==> src/hw/rtl/ggc_pkg.sv <==
// ----------------------------------------------------------------------------
// ggc_pkg
// Shared widths, operation codes, controller states and the command and
// status structs that join the coloring controller and its datapath.
// ----------------------------------------------------------------------------
package ggc_pkg;

  // graph size and field widths
  localparam int unsigned MAX_VERTICES = 64;
  localparam int unsigned VERT_W       = 6;
  localparam int unsigned COLOR_W      = 6;
  localparam int unsigned OP_W         = 2;
  localparam int unsigned VCNT_W       = 7;

  // first-fit search walks the used-color set in chunks of eight
  localparam int unsigned CHUNK_W      = 8;
  localparam int unsigned CHUNK_SEL_W  = 3;
  localparam int unsigned CHUNK_IDX_W  = VERT_W - CHUNK_SEL_W;

  localparam logic [VCNT_W-1:0]      VCNT_RESET = VCNT_W'(64);
  localparam logic [VCNT_W-1:0]      VCNT_MAX   = VCNT_W'(MAX_VERTICES);
  localparam logic [CHUNK_IDX_W-1:0] CHUNK_LAST = CHUNK_IDX_W'(MAX_VERTICES / CHUNK_W - 1);

  // operation codes
  localparam logic [OP_W-1:0] OP_ADD_EDGE = 2'd0;
  localparam logic [OP_W-1:0] OP_COLOR    = 2'd1;
  localparam logic [OP_W-1:0] OP_CLEAR    = 2'd2;

  typedef logic [MAX_VERTICES-1:0] row_t;

  // controller states
  typedef enum logic [2:0] {
    ST_IDLE,
    ST_DECODE,
    ST_EDGE_A,
    ST_EDGE_B,
    ST_ROW,
    ST_SCAN,
    ST_FIND,
    ST_OUT
  } state_t;

  // controller to datapath
  typedef struct packed {
    logic capture;
    logic adj_rd_a;
    logic adj_rd_b;
    logic adj_wr_a;
    logic adj_wr_b;
    logic clr_colored;
    logic row_load;
    logic scan_step;
    logic find_step;
    logic out_load;
  } cmd_t;

  // datapath to controller
  typedef struct packed {
    logic is_edge;
    logic is_color;
    logic is_clear;
    logic scan_done;
    logic find_hit;
    logic out_free;
  } stat_t;

endpackage

==> src/hw/rtl/ggc_ctrl.sv <==
// ----------------------------------------------------------------------------
// ggc_ctrl
// Sequencer for one operation at a time: edge insert as two row
// read-modify-writes, coloring as row fetch, neighbor scan, first-fit search.
// ----------------------------------------------------------------------------
module ggc_ctrl import ggc_pkg::*; (
  input  logic  clk,
  input  logic  rst_n,
  input  logic  in_valid,
  output logic  in_ready,
  input  stat_t st,
  output cmd_t  cmd
);

  state_t state_r;
  state_t state_nxt;

  // state register
  always_ff @(posedge clk) begin
    if (!rst_n) begin
      state_r <= ST_IDLE;
    end else begin
      state_r <= state_nxt;
    end
  end

  // next state and commands
  always_comb begin
    state_nxt = state_r;
    cmd       = '0;
    in_ready  = 1'b0;
    case (state_r)
      ST_IDLE: begin
        in_ready = 1'b1;
        if (in_valid) begin
          cmd.capture = 1'b1;
          state_nxt   = ST_DECODE;
        end
      end
      ST_DECODE: begin
        if (st.is_edge) begin
          cmd.adj_rd_a = 1'b1;
          state_nxt    = ST_EDGE_A;
        end else if (st.is_color) begin
          cmd.adj_rd_a = 1'b1;
          state_nxt    = ST_ROW;
        end else if (st.is_clear) begin
          cmd.clr_colored = 1'b1;
          state_nxt       = ST_IDLE;
        end else begin
          state_nxt = ST_IDLE;
        end
      end
      ST_EDGE_A: begin
        cmd.adj_wr_a = 1'b1;
        cmd.adj_rd_b = 1'b1;
        state_nxt    = ST_EDGE_B;
      end
      ST_EDGE_B: begin
        cmd.adj_wr_b = 1'b1;
        state_nxt    = ST_IDLE;
      end
      ST_ROW: begin
        cmd.row_load = 1'b1;
        state_nxt    = ST_SCAN;
      end
      ST_SCAN: begin
        cmd.scan_step = 1'b1;
        if (st.scan_done) begin
          state_nxt = ST_FIND;
        end
      end
      ST_FIND: begin
        cmd.find_step = 1'b1;
        if (st.find_hit) begin
          state_nxt = ST_OUT;
        end
      end
      ST_OUT: begin
        if (st.out_free) begin
          cmd.out_load = 1'b1;
          state_nxt    = ST_IDLE;
        end
      end
      default: begin
        state_nxt = ST_IDLE;
      end
    endcase
  end

endmodule

==> config.mk <==
export PLATFORM = sky130hd
export DESIGN_NAME = ggc_ctrl
export DESIGN_NICKNAME = d
export VERILOG_FILES = /design/src/hw/rtl/ggc_pkg.sv /design/src/hw/rtl/ggc_ctrl.sv
export SDC_FILE = /design/constraint.sdc
export NUM_CORES = 1
export LEC_CHECK = 0
export BUFFER_PORTS_ARGS = -buffer_cell sky130_fd_sc_hd__buf_4
export CAP_MARGIN = 20
export CORE_AREA = 2 2 39 41
export CTS_BUF_LIST = sky130_fd_sc_hd__clkbuf_4
export DETAILED_ROUTE_END_ITERATION = 8
export DIE_AREA = 0 0 41 43
export PLACE_DENSITY = 0.5
export SETUP_SLACK_MARGIN = 0.3
export SYNTH_ARGS = -nofsm -noshare
export SYNTH_HDL_FRONTEND = slang
export SYNTH_SLANG_ARGS = --single-unit
==> constraint.sdc <==
create_clock -name clk -period 2.33 [get_ports clk]
set_input_delay 0 -clock clk [delete_from_list [all_inputs] [get_ports clk]]
set_output_delay 0 -clock clk [all_outputs]
set_load 0.005 [all_outputs]
==> impl_results.md, run 1 <==
- Post-DR wirelength/cell: 8.533 um
- Clock Skew: 0.00007520 ns
- Clock Sinks: 3
- Setup Viol. Count Final: 0
- RD Place Congestion: 0.6974
- Top reg by flops: state_r
- Top-area cell type share of the netlist area: 0.2412
- Die width: 41 um
- Setup Fix Bufs, Post-CTS: 0
- Sw Share: 0.2525
- Area contributors post-synth: dfxtp_1 24%, buf_4 9.0%, nor2_1 9.0%
- Tmin final: 1.229 ns
- Kind of critical path: flop to output pin
- Post-DP HPWL: 525.3 um
- Initial antenna violation count: 0
- Worst skew pair latency: 0.23 ns
- Area growth syn-to-layout: 72.36%
- Layout cell share with drive strength beyond 1: 0.3898
- Antenna cells: 0
- Global-route wire length before repair: 1035 um
- Clock transition at path regs: 0.04 ns
- RR Startpoint: state_r[1]$_SDFFE_PN0P_
- Worst vdd ir: 200.3 uV
- Number of DRC markers in iteration 0: 2
- P_leak: 0.2179 nW
- Starting Density: 0.1799
- Maxcap violations: 0
- Pre-CTS WS: 1.157 ns
- Part of the power in registers: 0.299
- Final setup margin: 1.101 ns
- DRC violations left: 0
- Seq/Total Area, Yosys: 0.2412
- Synth Register Bits: 3
- Pre-antenna DRT Iters: 2
- Largest registers: state_r x3
- Vias in the first global route: 282
- Resize count post-CTS: 0
- DR vias/cell: 4.200
- R2r endpoint: state_r[1]$_SDFFE_PN0P_
- Count of final hold-check violations: 0
- Synth Net Count: 47
- Hold Buf Count CTS: 1
- Power, Total: 0.2235 mW
- I/O Buffers: 19
- Routed vias: 315
- Yosys warnings: 0
- CTS max path bufs: 2
- Slew Limit Fails: 0
- Synthesized area: 249.0 um^2
- Arrival time worst endpoint: 1.23 ns
- CTS H-tree lvls: 1
- Status: finished clean
- Data required time of the critical path: 2.33 ns
- Largest register FFs: 3
- Worst slew pin tran: 0.3373 ns
- PD cells: 520.7 nW/um^2
- RSZ-0062 raised after global routing: false
- Routed WL: 640 um
- GR Overflow Total: 0
- Crit Path Max Fanout: 12
- Netlist cell types: 17
- Worst hold slack: 0.04622 ns
- Pin count of the biggest net entering global routing: 13
- Int Power: 0.1670 mW
- TNS Setup: 0 ns
- Final worst path period share: 0.5273
- Syn Area/Cell: 6.552 um^2
- Startpoint Class: flop
- NetSw: 0.05644 mW
- Ports: 20
- Cell count after synthesis: 38
- Reg2reg path depth: 3
- Rows: 14
- Cell taking the most area after synthesis: dfxtp_1
- Worst Setup SP: state_r[1]$_SDFFE_PN0P_
- Nets: 69
- Core area: 1384 um^2
- Die area: 1763 um^2
- Crit end category: output pin
- Area occupied by multi-input gates: 155.1 um^2
- Final ANT Viol Nets: 0
- Total CTS buffers: 3
- Hold crit path type: primary input to flop
- Reg-to-reg setup timing slack: 1.15 ns
- Max Freq: 813.9 MHz
- GRT Util Overall: 0.08726
- CTS tree: built
- Layout fillers: 163
- Clock share of power: 0.449
- Die Y: 43 um
- Slew margin rel.: 0.7748
- Root Driver: clkbuf_4
- Worst setup path endpoint: cmd[6]
- Combinational Power Share: 0.252
- Storage cell area: 60.06 um^2
how the worst min path moves through the flow:
stage	slack [ns]	start	depth (start not counted)	to
final	0.05	in_valid	3	state_r[0]$_SDFFE_PN0P_
after global routing	0.07	in_valid	3	state_r[0]$_SDFFE_PN0P_
after CTS	0.04	in_valid	3	state_r[0]$_SDFFE_PN0P_
after detailed placement	0.23	rst_n	2	state_r[2]$_SDFFE_PN0P_
after global placement	0.24	rst_n	2	state_r[1]$_SDFFE_PN0P_
after floorplan	0.07	st[3]	2	cmd[4]
cells in the final DEF (no fill, tap or decap), drive strengths merged, types with 2 or more instances in the layout:
cell type  Yosys  final
and3           2      2
buf            3     19
o21ai          2      2
and2           2      2
nand2          5      5
nor2           6      6
nand3b         2      2
inv            3      3
nor3           3      3
dfxtp          3      3
clkbuf         0      4
per-layer routing:
layer,global-route usage,routed length (um)
met5,0,0
met4,0.06000,0
met3,0.03141,41
met2,0.1219,320
met1,0.1058,278
synthesized netlist by cell type:
cell type	number
a31oi_1	1
a221oi_1	1
o21ai_0	2
nand3_1	1
nor2b_1	1
inv_1	3
nor2_1	6
and3_1	2
nor3_1	3
nand2_1	5
nand3b_1	2
and2_1	2
buf_4	3
o21a_1	1
o31a_1	1
dfxtp_1	3
nand2b_1	1
cell families (layout without fill, tap and decap cells):
family | after synthesis | count (layout) | share of synthesized area
AOI/OAI and AO/OA | 6 | 6 | 0.1659
buffers and inverters | 6 | 27 | 0.1357
and+or+nand+nor | 23 | 23 | 0.4572
DFF | 3 | 3 | 0.2412
through the flow:
stage | cell area [um^2] | instances | utilization
floorplan | 249.0 | 38 | -
finish | 429.2 | 75 | 0.3101
detailed placement | 389.1 | 70 | 0.2812
global route | 429.2 | 75 | 0.3101
CTS | 429.2 | 75 | 0.3101
global placement | 389.1 | 70 | 0.2812
power groups by stage:
stage	Sequential, mW	Combinational (mW)	Clock [mW]
6_report	0.0668	0.0563	0.100
3_5_place_dp	0.0674	0.0560	0
4_1_cts	0.0667	0.0574	0.105
3_3_place_gp	0.0674	0.0557	0
2_1_floorplan	0.0596	0.0355	0
5_1_grt	0.0675	0.0638	0.110
worst max-delay path: stages (launching register included):
cell,delay [ns]
dfxtp_1,0.51
nor2b_1,0.22
and2_1,0.16
buf_4,0.11
layout make-up:
| cell class | instances | area share |
|---|---|---|
| sequential | 3 | 0.1399 |
| tap | 16 | 0.04665 |
| multi-input combinational | 29 | 0.3615 |
| inverter | 3 | 0.02624 |
| timing repair buffer | 20 | 0.3557 |
| clock buffer | 4 | 0.06997 |
(Power assumes the default switching activity.)
==> run 2: changes to the inputs <==
--- a/config.mk
+++ b/config.mk
@@ -11,7 +11,7 @@
 export CTS_BUF_LIST = sky130_fd_sc_hd__clkbuf_4
 export DETAILED_ROUTE_END_ITERATION = 8
 export DIE_AREA = 0 0 41 43
-export PLACE_DENSITY = 0.5
+export PLACE_DENSITY = 0.52
 export SETUP_SLACK_MARGIN = 0.3
 export SYNTH_ARGS = -nofsm -noshare
 export SYNTH_HDL_FRONTEND = slang
==> constraint.sdc (replaced) <==
create_clock -name clk -period 1.1 [get_ports clk]
set_input_delay 0 -clock clk [delete_from_list [all_inputs] [get_ports clk]]
set_output_delay 0 -clock clk [all_outputs]
set_load 0.005 [all_outputs]
==> run 2 against run 1 <==
The flow now finishes with violations (negative setup slack). Worst hold slack worse by 0.020 ns. First-iteration DRC count rose to 4.0 times the previous value. Global-route usage up 1.9 points. Critical path depth up 1. Via count up 13%. Count of clock-buffer cells in the layout unchanged. Setup slack worse by 1.1 ns. Critical endpoint is now cmd[7].
==> impl_results.md, run 2 (synthesized netlist as in run 1, its figures left out) <==
- Status: finished, violations left
- Failing checks: negative setup slack
- Top reg by flops: state_r
- Crit-path cells: buf_6 -> nor2b_4 -> and2_4 -> buf_6
- Ports: 20
- I/O Buffers: 19
- Tmin final: 1.101 ns
- Crit end category: output pin
- Cell area after layout: 564.3 um^2
- Met1 WL: 296 um
- Nets: 75
- Combinational Power Share: 0.343
- Met2 wire length: 388 um
- Placed cells: 71
- Post-DR wirelength/cell: 9.827 um
- Pin count of the biggest net entering global routing: 12
- Max Used Layer: met4
- DR WL met3: 90 um
- DRC violations left: 0
- Initial antenna violation count: 0
- Commonest non-fill, non-tap cells in the layout: 21 x buf_4, 4 x nand2_1, 4 x nor2_1, 4 x clkbuf_4, 4 x buf_6
- Int Power: 0.3974 mW
- Sw Share: 0.2849
- Setup Viol. Count Final: 3
- Critical-path top delay cell: dfxtp_4
- Vias in the first global route: 310
- Rows: 14
- Power, Total: 0.5557 mW
- Most frequent CP cell: buf_6
- DR vias/cell: 4.395
- Final non-filler cell total: 81
- Pre-antenna DRT Iters: 4
- Largest registers: state_r x3
- Final ANT Viol Nets: 0
- GRT Util Overall: 0.1065
- Routed vias: 356
- TNS Setup: -0.002156 ns
- Die Y: 43 um
- Core area: 1384 um^2
- Startpoint Class: flop
- CP max stage delay: 0.37 ns
- Worst skew pair latency: 0.24 ns
- Root Driver: clkbuf_4
- Post-DP HPWL: 551.2 um
- Slew margin rel.: 0.8651
- Global-route wire length before repair: 1228 um
- Largest register FFs: 3
- Most common cell after layout, fill and taps aside: buf_4
- Part of the power in registers: 0.262
- Total CTS buffers: 3
- Antenna cells: 0
- Clock Sinks: 3
- RD Place Congestion: 0.7581
- GR Overflow Total: 0
- P_leak: 0.2708 nW
- Pre-CTS WS: 0.06058 ns
- CTS tree: built
- NetSw: 0.1583 mW
- Area growth syn-to-layout: 126.6%
- Routed WL: 796 um
- CTS H-tree lvls: 1
- RSZ-0062 raised after global routing: true
- Clock transition at path regs: 0.04 ns
- Worst vdd ir: 458.3 uV
- Starting Density: 0.1799
- Final core occ: 0.4078
- Worst slew pin tran: 0.2017 ns
- Hold crit path type: primary input to flop
- Worst Path Buf+Inv: 2
- Layout cell share with drive strength beyond 1: 0.6462
- Arrival time worst endpoint: 1.10 ns
- Area of placed instances: 406.6 um^2
- Die width: 41 um
- Final worst path period share: 1.001
- Clock share of power: 0.395
- Maxcap violations: 0
- Die area: 1763 um^2
- Max Freq: 908.3 MHz
- Kind of critical path: flop to output pin
- Final setup margin: -0.0009716 ns
- CTS max path bufs: 2
- Kind of cell adding the most delay to the critical path: flip-flops
- Data required time of the critical path: 1.10 ns
- Crit Path Max Fanout: 7
- Number of DRC markers in iteration 0: 8
- PD cells: 984.8 nW/um^2
- Count of final hold-check violations: 0
- Worst hold slack: 0.02634 ns
- Slew Limit Fails: 0
- Clock Skew: 0.001943 ns
[run 2: changes by cell type in the layout (fill, tap and decap cells not counted), moves of 2 or more]
cell,delta
buf_4,+2
buf_6,+4
dfxtp_1,-3
dfxtp_4,+3
nor2_1,-2
nor2_2,+2
nor3_1,-2
nor3_4,+2
[run 2: cell type report]
| type | instances | area (um^2) |
|---|---|---|
| fillers | 154 | 819.5 |
| clock buffers | 4 | 30.03 |
| inverters | 3 | 11.26 |
| well taps | 16 | 20.02 |
| multi-input cells | 29 | 219.0 |
| repair buffers | 26 | 212.7 |
| flip-flops and latches | 3 | 71.32 |
[run 2: tightest hold or removal path, delay by kind of cell]
kind                   cells  cell delay [ns]
AO/OA/AOI/OAI              1             0.05
buffers and inverters      2             0.17
[run 2: power by group through the flow]
| stage | Sequential (mW) | Clock [mW] | Combinational [mW] |
|---|---|---|---|
| 2_1_floorplan | 0.128 | 0 | 0.0826 |
| 3_3_place_gp | 0.139 | 0 | 0.131 |
| 3_5_place_dp | 0.140 | 0 | 0.130 |
| 4_1_cts | 0.145 | 0.227 | 0.164 |
| 5_1_grt | 0.149 | 0.239 | 0.209 |
| 6_report | 0.145 | 0.220 | 0.190 |
[run 2: path summary, 6_finish.rpt]
| check | from | to | slack (ns) | depth (start not counted) |
|---|---|---|---|---|
| max | state_r[1]$_SDFFE_PN0P_ | cmd[7] | -0.001 | 4 |
| min | in_valid | state_r[0]$_SDFFE_PN0P_ | 0.03 | 3 |
| max reg2reg | state_r[1]$_SDFFE_PN0P_ | state_r[1]$_SDFFE_PN0P_ | -0.001 | 4 |
| min reg2reg | state_r[2]$_SDFFE_PN0P_ | state_r[0]$_SDFFE_PN0P_ | 0.54 | 2 |
[run 2: routing by layer]
layer,up-vias,track usage
met5,-,0
met4,0,0.04000
met3,5,0.07853
met2,17,0.1625
met1,151,0.1065
li1,183,-
[run 2: timing repair]
action / in CTS / in global routing
endpoints found under the setup margin: 14 / 14
pin swaps: 4 / 3
buffers inserted: 2 / 3
hold buffers: 1 / 0
gates resized for setup: 15 / 6
endpoints found under the hold margin: 1 / 0
==> run 3: changes to the inputs <==
--- a/config.mk
+++ b/config.mk
@@ -11,7 +11,7 @@
 export CTS_BUF_LIST = sky130_fd_sc_hd__clkbuf_4
 export DETAILED_ROUTE_END_ITERATION = 8
 export DIE_AREA = 0 0 41 43
-export PLACE_DENSITY = 0.52
+export PLACE_DENSITY = 0.5
 export SETUP_SLACK_MARGIN = 0.3
 export SYNTH_ARGS = -nofsm -noshare
 export SYNTH_HDL_FRONTEND = slang
==> constraint.sdc (replaced) <==
create_clock -name clk -period 1.2 [get_ports clk]
set_input_delay 0 -clock clk [delete_from_list [all_inputs] [get_ports clk]]
set_output_delay 0 -clock clk [all_outputs]
set_load 0.005 [all_outputs]
==> run 3 against run 2 <==
The flow now finishes without violations. Clock skew up 0.00078 ns. Sequential power down 9%. Setup slack better by 0.13 ns. Die area unchanged. Final area unchanged. First-iteration DRC count down 25%. Sequential cell count unchanged. Global-route usage up 0.68 points. Cell count unchanged. Non-clock buffer count unchanged. Critical endpoint is now cmd[9]. Largest power group unchanged. Highest routed layer is now met3.
==> impl_results.md, run 3 (synthesized netlist as in run 1, its figures left out) <==
- Status: finished clean
- CTS max path bufs: 2
- Top reg by flops: state_r
- Hold path startpoint: in_valid
- DRC violations left: 0
- CP max stage delay: 0.35 ns
- Hold path depth: 3
- TNS Setup: 0 ns
- Maxcap violations: 0
- GR Overflow Total: 0
- Post-DR wirelength/cell: 10.00 um
- Tmin final: 1.074 ns
- Arrival time worst endpoint: 1.07 ns
- Antenna cells: 0
- CTS H-tree lvls: 1
- Hold endpoint: state_r[0]$_SDFFE_PN0P_
- Slew Limit Fails: 0
- Pin count of the biggest net entering global routing: 8
- Clock Sinks: 3
- Setup Viol. Count Final: 0
- RR Startpoint: state_r[1]$_SDFFE_PN0P_
- Startpoint Class: flop
- R2r endpoint: state_r[1]$_SDFFE_PN0P_
- RD Place Congestion: 0.7729
- Final worst path period share: 0.8952
- Most common cell after layout, fill and taps aside: buf_4
- Data required time of the critical path: 1.20 ns
- Worst slew pin tran: 0.1732 ns
- Post-DP HPWL: 550.1 um
- Crit end category: output pin
- Clock Skew: 0.002725 ns
- Layout cell share with drive strength beyond 1: 0.6923
- Critical-path top delay cell: dfxtp_4
- DR vias/cell: 4.457
- Count of final hold-check violations: 0
- Core area: 1384 um^2
- Largest registers: state_r x3
- Largest register FFs: 3
- Die width: 41 um
- Crit Path Max Fanout: 4
- CTS tree: built
- Initial antenna violation count: 0
- Kind of cell adding the most delay to the critical path: flip-flops
- Commonest non-fill, non-tap cells in the layout: 20 x buf_4, 5 x buf_6, 4 x nor2_1, 4 x clkbuf_4
- Hold crit path type: primary input to flop
- Crit-path cells: buf_6 -> nor3_4 -> and2_1 -> buf_4
- Vias in the first global route: 320
- Die area: 1763 um^2
- Clock transition at path regs: 0.04 ns
- Pre-antenna DRT Iters: 4
- Nets: 75
- I/O Buffers: 19
- GRT Util Overall: 0.1133
- Rows: 14
- Die Y: 43 um
- Routed WL: 810 um
- Reg-to-reg setup timing slack: 0.16 ns
- Cell area after layout: 564.3 um^2
- Number of DRC markers in iteration 0: 6
- Final ANT Viol Nets: 0
- Max Freq: 930.9 MHz
- Worst skew pair latency: 0.23 ns
- RSZ-0062 raised after global routing: true
- Slew margin rel.: 0.8840
- P_leak: 0.2756 nW
- Ports: 20
- PD cells: 915.8 nW/um^2
- Area of placed instances: 405.4 um^2
- Worst Path Buf+Inv: 2
- Total CTS buffers: 3
- Worst vdd ir: 657.4 uV
- Final core occ: 0.4078
- Root Driver: clkbuf_4
- Routed vias: 361
- Kind of critical path: flop to output pin
- Reg2reg path depth: 4
- Starting Density: 0.1799
- Global-route wire length before repair: 1304 um
- Area growth syn-to-layout: 126.6%
==> run 3: cell counts in the layout (fill, tap and decap cells not counted) <==
No cell type changed its count.
==> run 3: worst max-delay path by stage <==
| stage | startpoint | to | slack (ns) | cells past startpoint |
|---|---|---|---|---|
| global placement | state_r[1]$_SDFFE_PN0P_ | state_r[1]$_SDFFE_PN0P_ | 0.13 | 3 |
| floorplan | state_r[1]$_SDFFE_PN0P_ | state_r[1]$_SDFFE_PN0P_ | 0.25 | 3 |
| finish | state_r[1]$_SDFFE_PN0P_ | cmd[9] | 0.13 | 4 |
| global route | state_r[1]$_SDFFE_PN0P_ | cmd[9] | 0.08 | 4 |
| CTS | state_r[1]$_SDFFE_PN0P_ | cmd[9] | 0.05 | 4 |
| detailed placement | state_r[1]$_SDFFE_PN0P_ | state_r[1]$_SDFFE_PN0P_ | 0.13 | 3 |
==> run 3: through the flow <==
| step | cells | hold slack [ns] | power, mW | setup WS, ns |
|---|---|---|---|---|
| after global routing | 81 | 0.04916 | 0.5587 | 0.08216 |
| after CTS | 81 | 0.02368 | 0.5041 | 0.05332 |
| after floorplan | 38 | 0.07369 | 0.1889 | 0.2541 |
| final | 81 | 0.03433 | 0.5168 | 0.1258 |
| after global placement | 71 | 0.2377 | 0.2453 | 0.1281 |
| after detailed placement | 71 | 0.2433 | 0.2460 | 0.1329 |
==> run 3: where the power goes <==
group          leakage [nW]  total, mW  internal, mW  switching [mW]
combinational         0.230      0.188         0.119          0.0696
sequential           0.0267      0.132         0.109          0.0225
clock                0.0184      0.197         0.147          0.0498
==> run 3: layout make-up <==
| class | count | area, um^2 |
|---|---|---|
| Tap cell | 16 | 20.02 |
| Multi-Input combinational cell | 29 | 215.2 |
| Clock buffer | 4 | 30.03 |
| Inverter | 3 | 11.26 |
| Sequential cell | 3 | 71.32 |
| Timing Repair Buffer | 26 | 216.5 |
| Fill cell | 153 | 819.5 |
==> run 3: repair_timing <==
action,CTS,global route
setup endpoints to repair,14,14
hold endpoints to repair,1,0
gates resized for setup,13,11
setup buffers,5,0
hold buffers,1,0
pin swaps,3,5
==> run 3: worst register-to-register path: stages (launching register included) <==
cell and delay (ns):
dfxtp_4 0.35, buf_4 0.14, nand2b_4 0.12, o21ai_0 0.07, o31a_1 0.24
==> run 3: layer usage <==
metal	up-vias	wire length, um	GRT usage
li1	182	-	-
met1	171	303	0.1154
met2	8	460	0.1844
met3	0	46	0.07853
met4	0	0	0.02000
met5	-	0	0
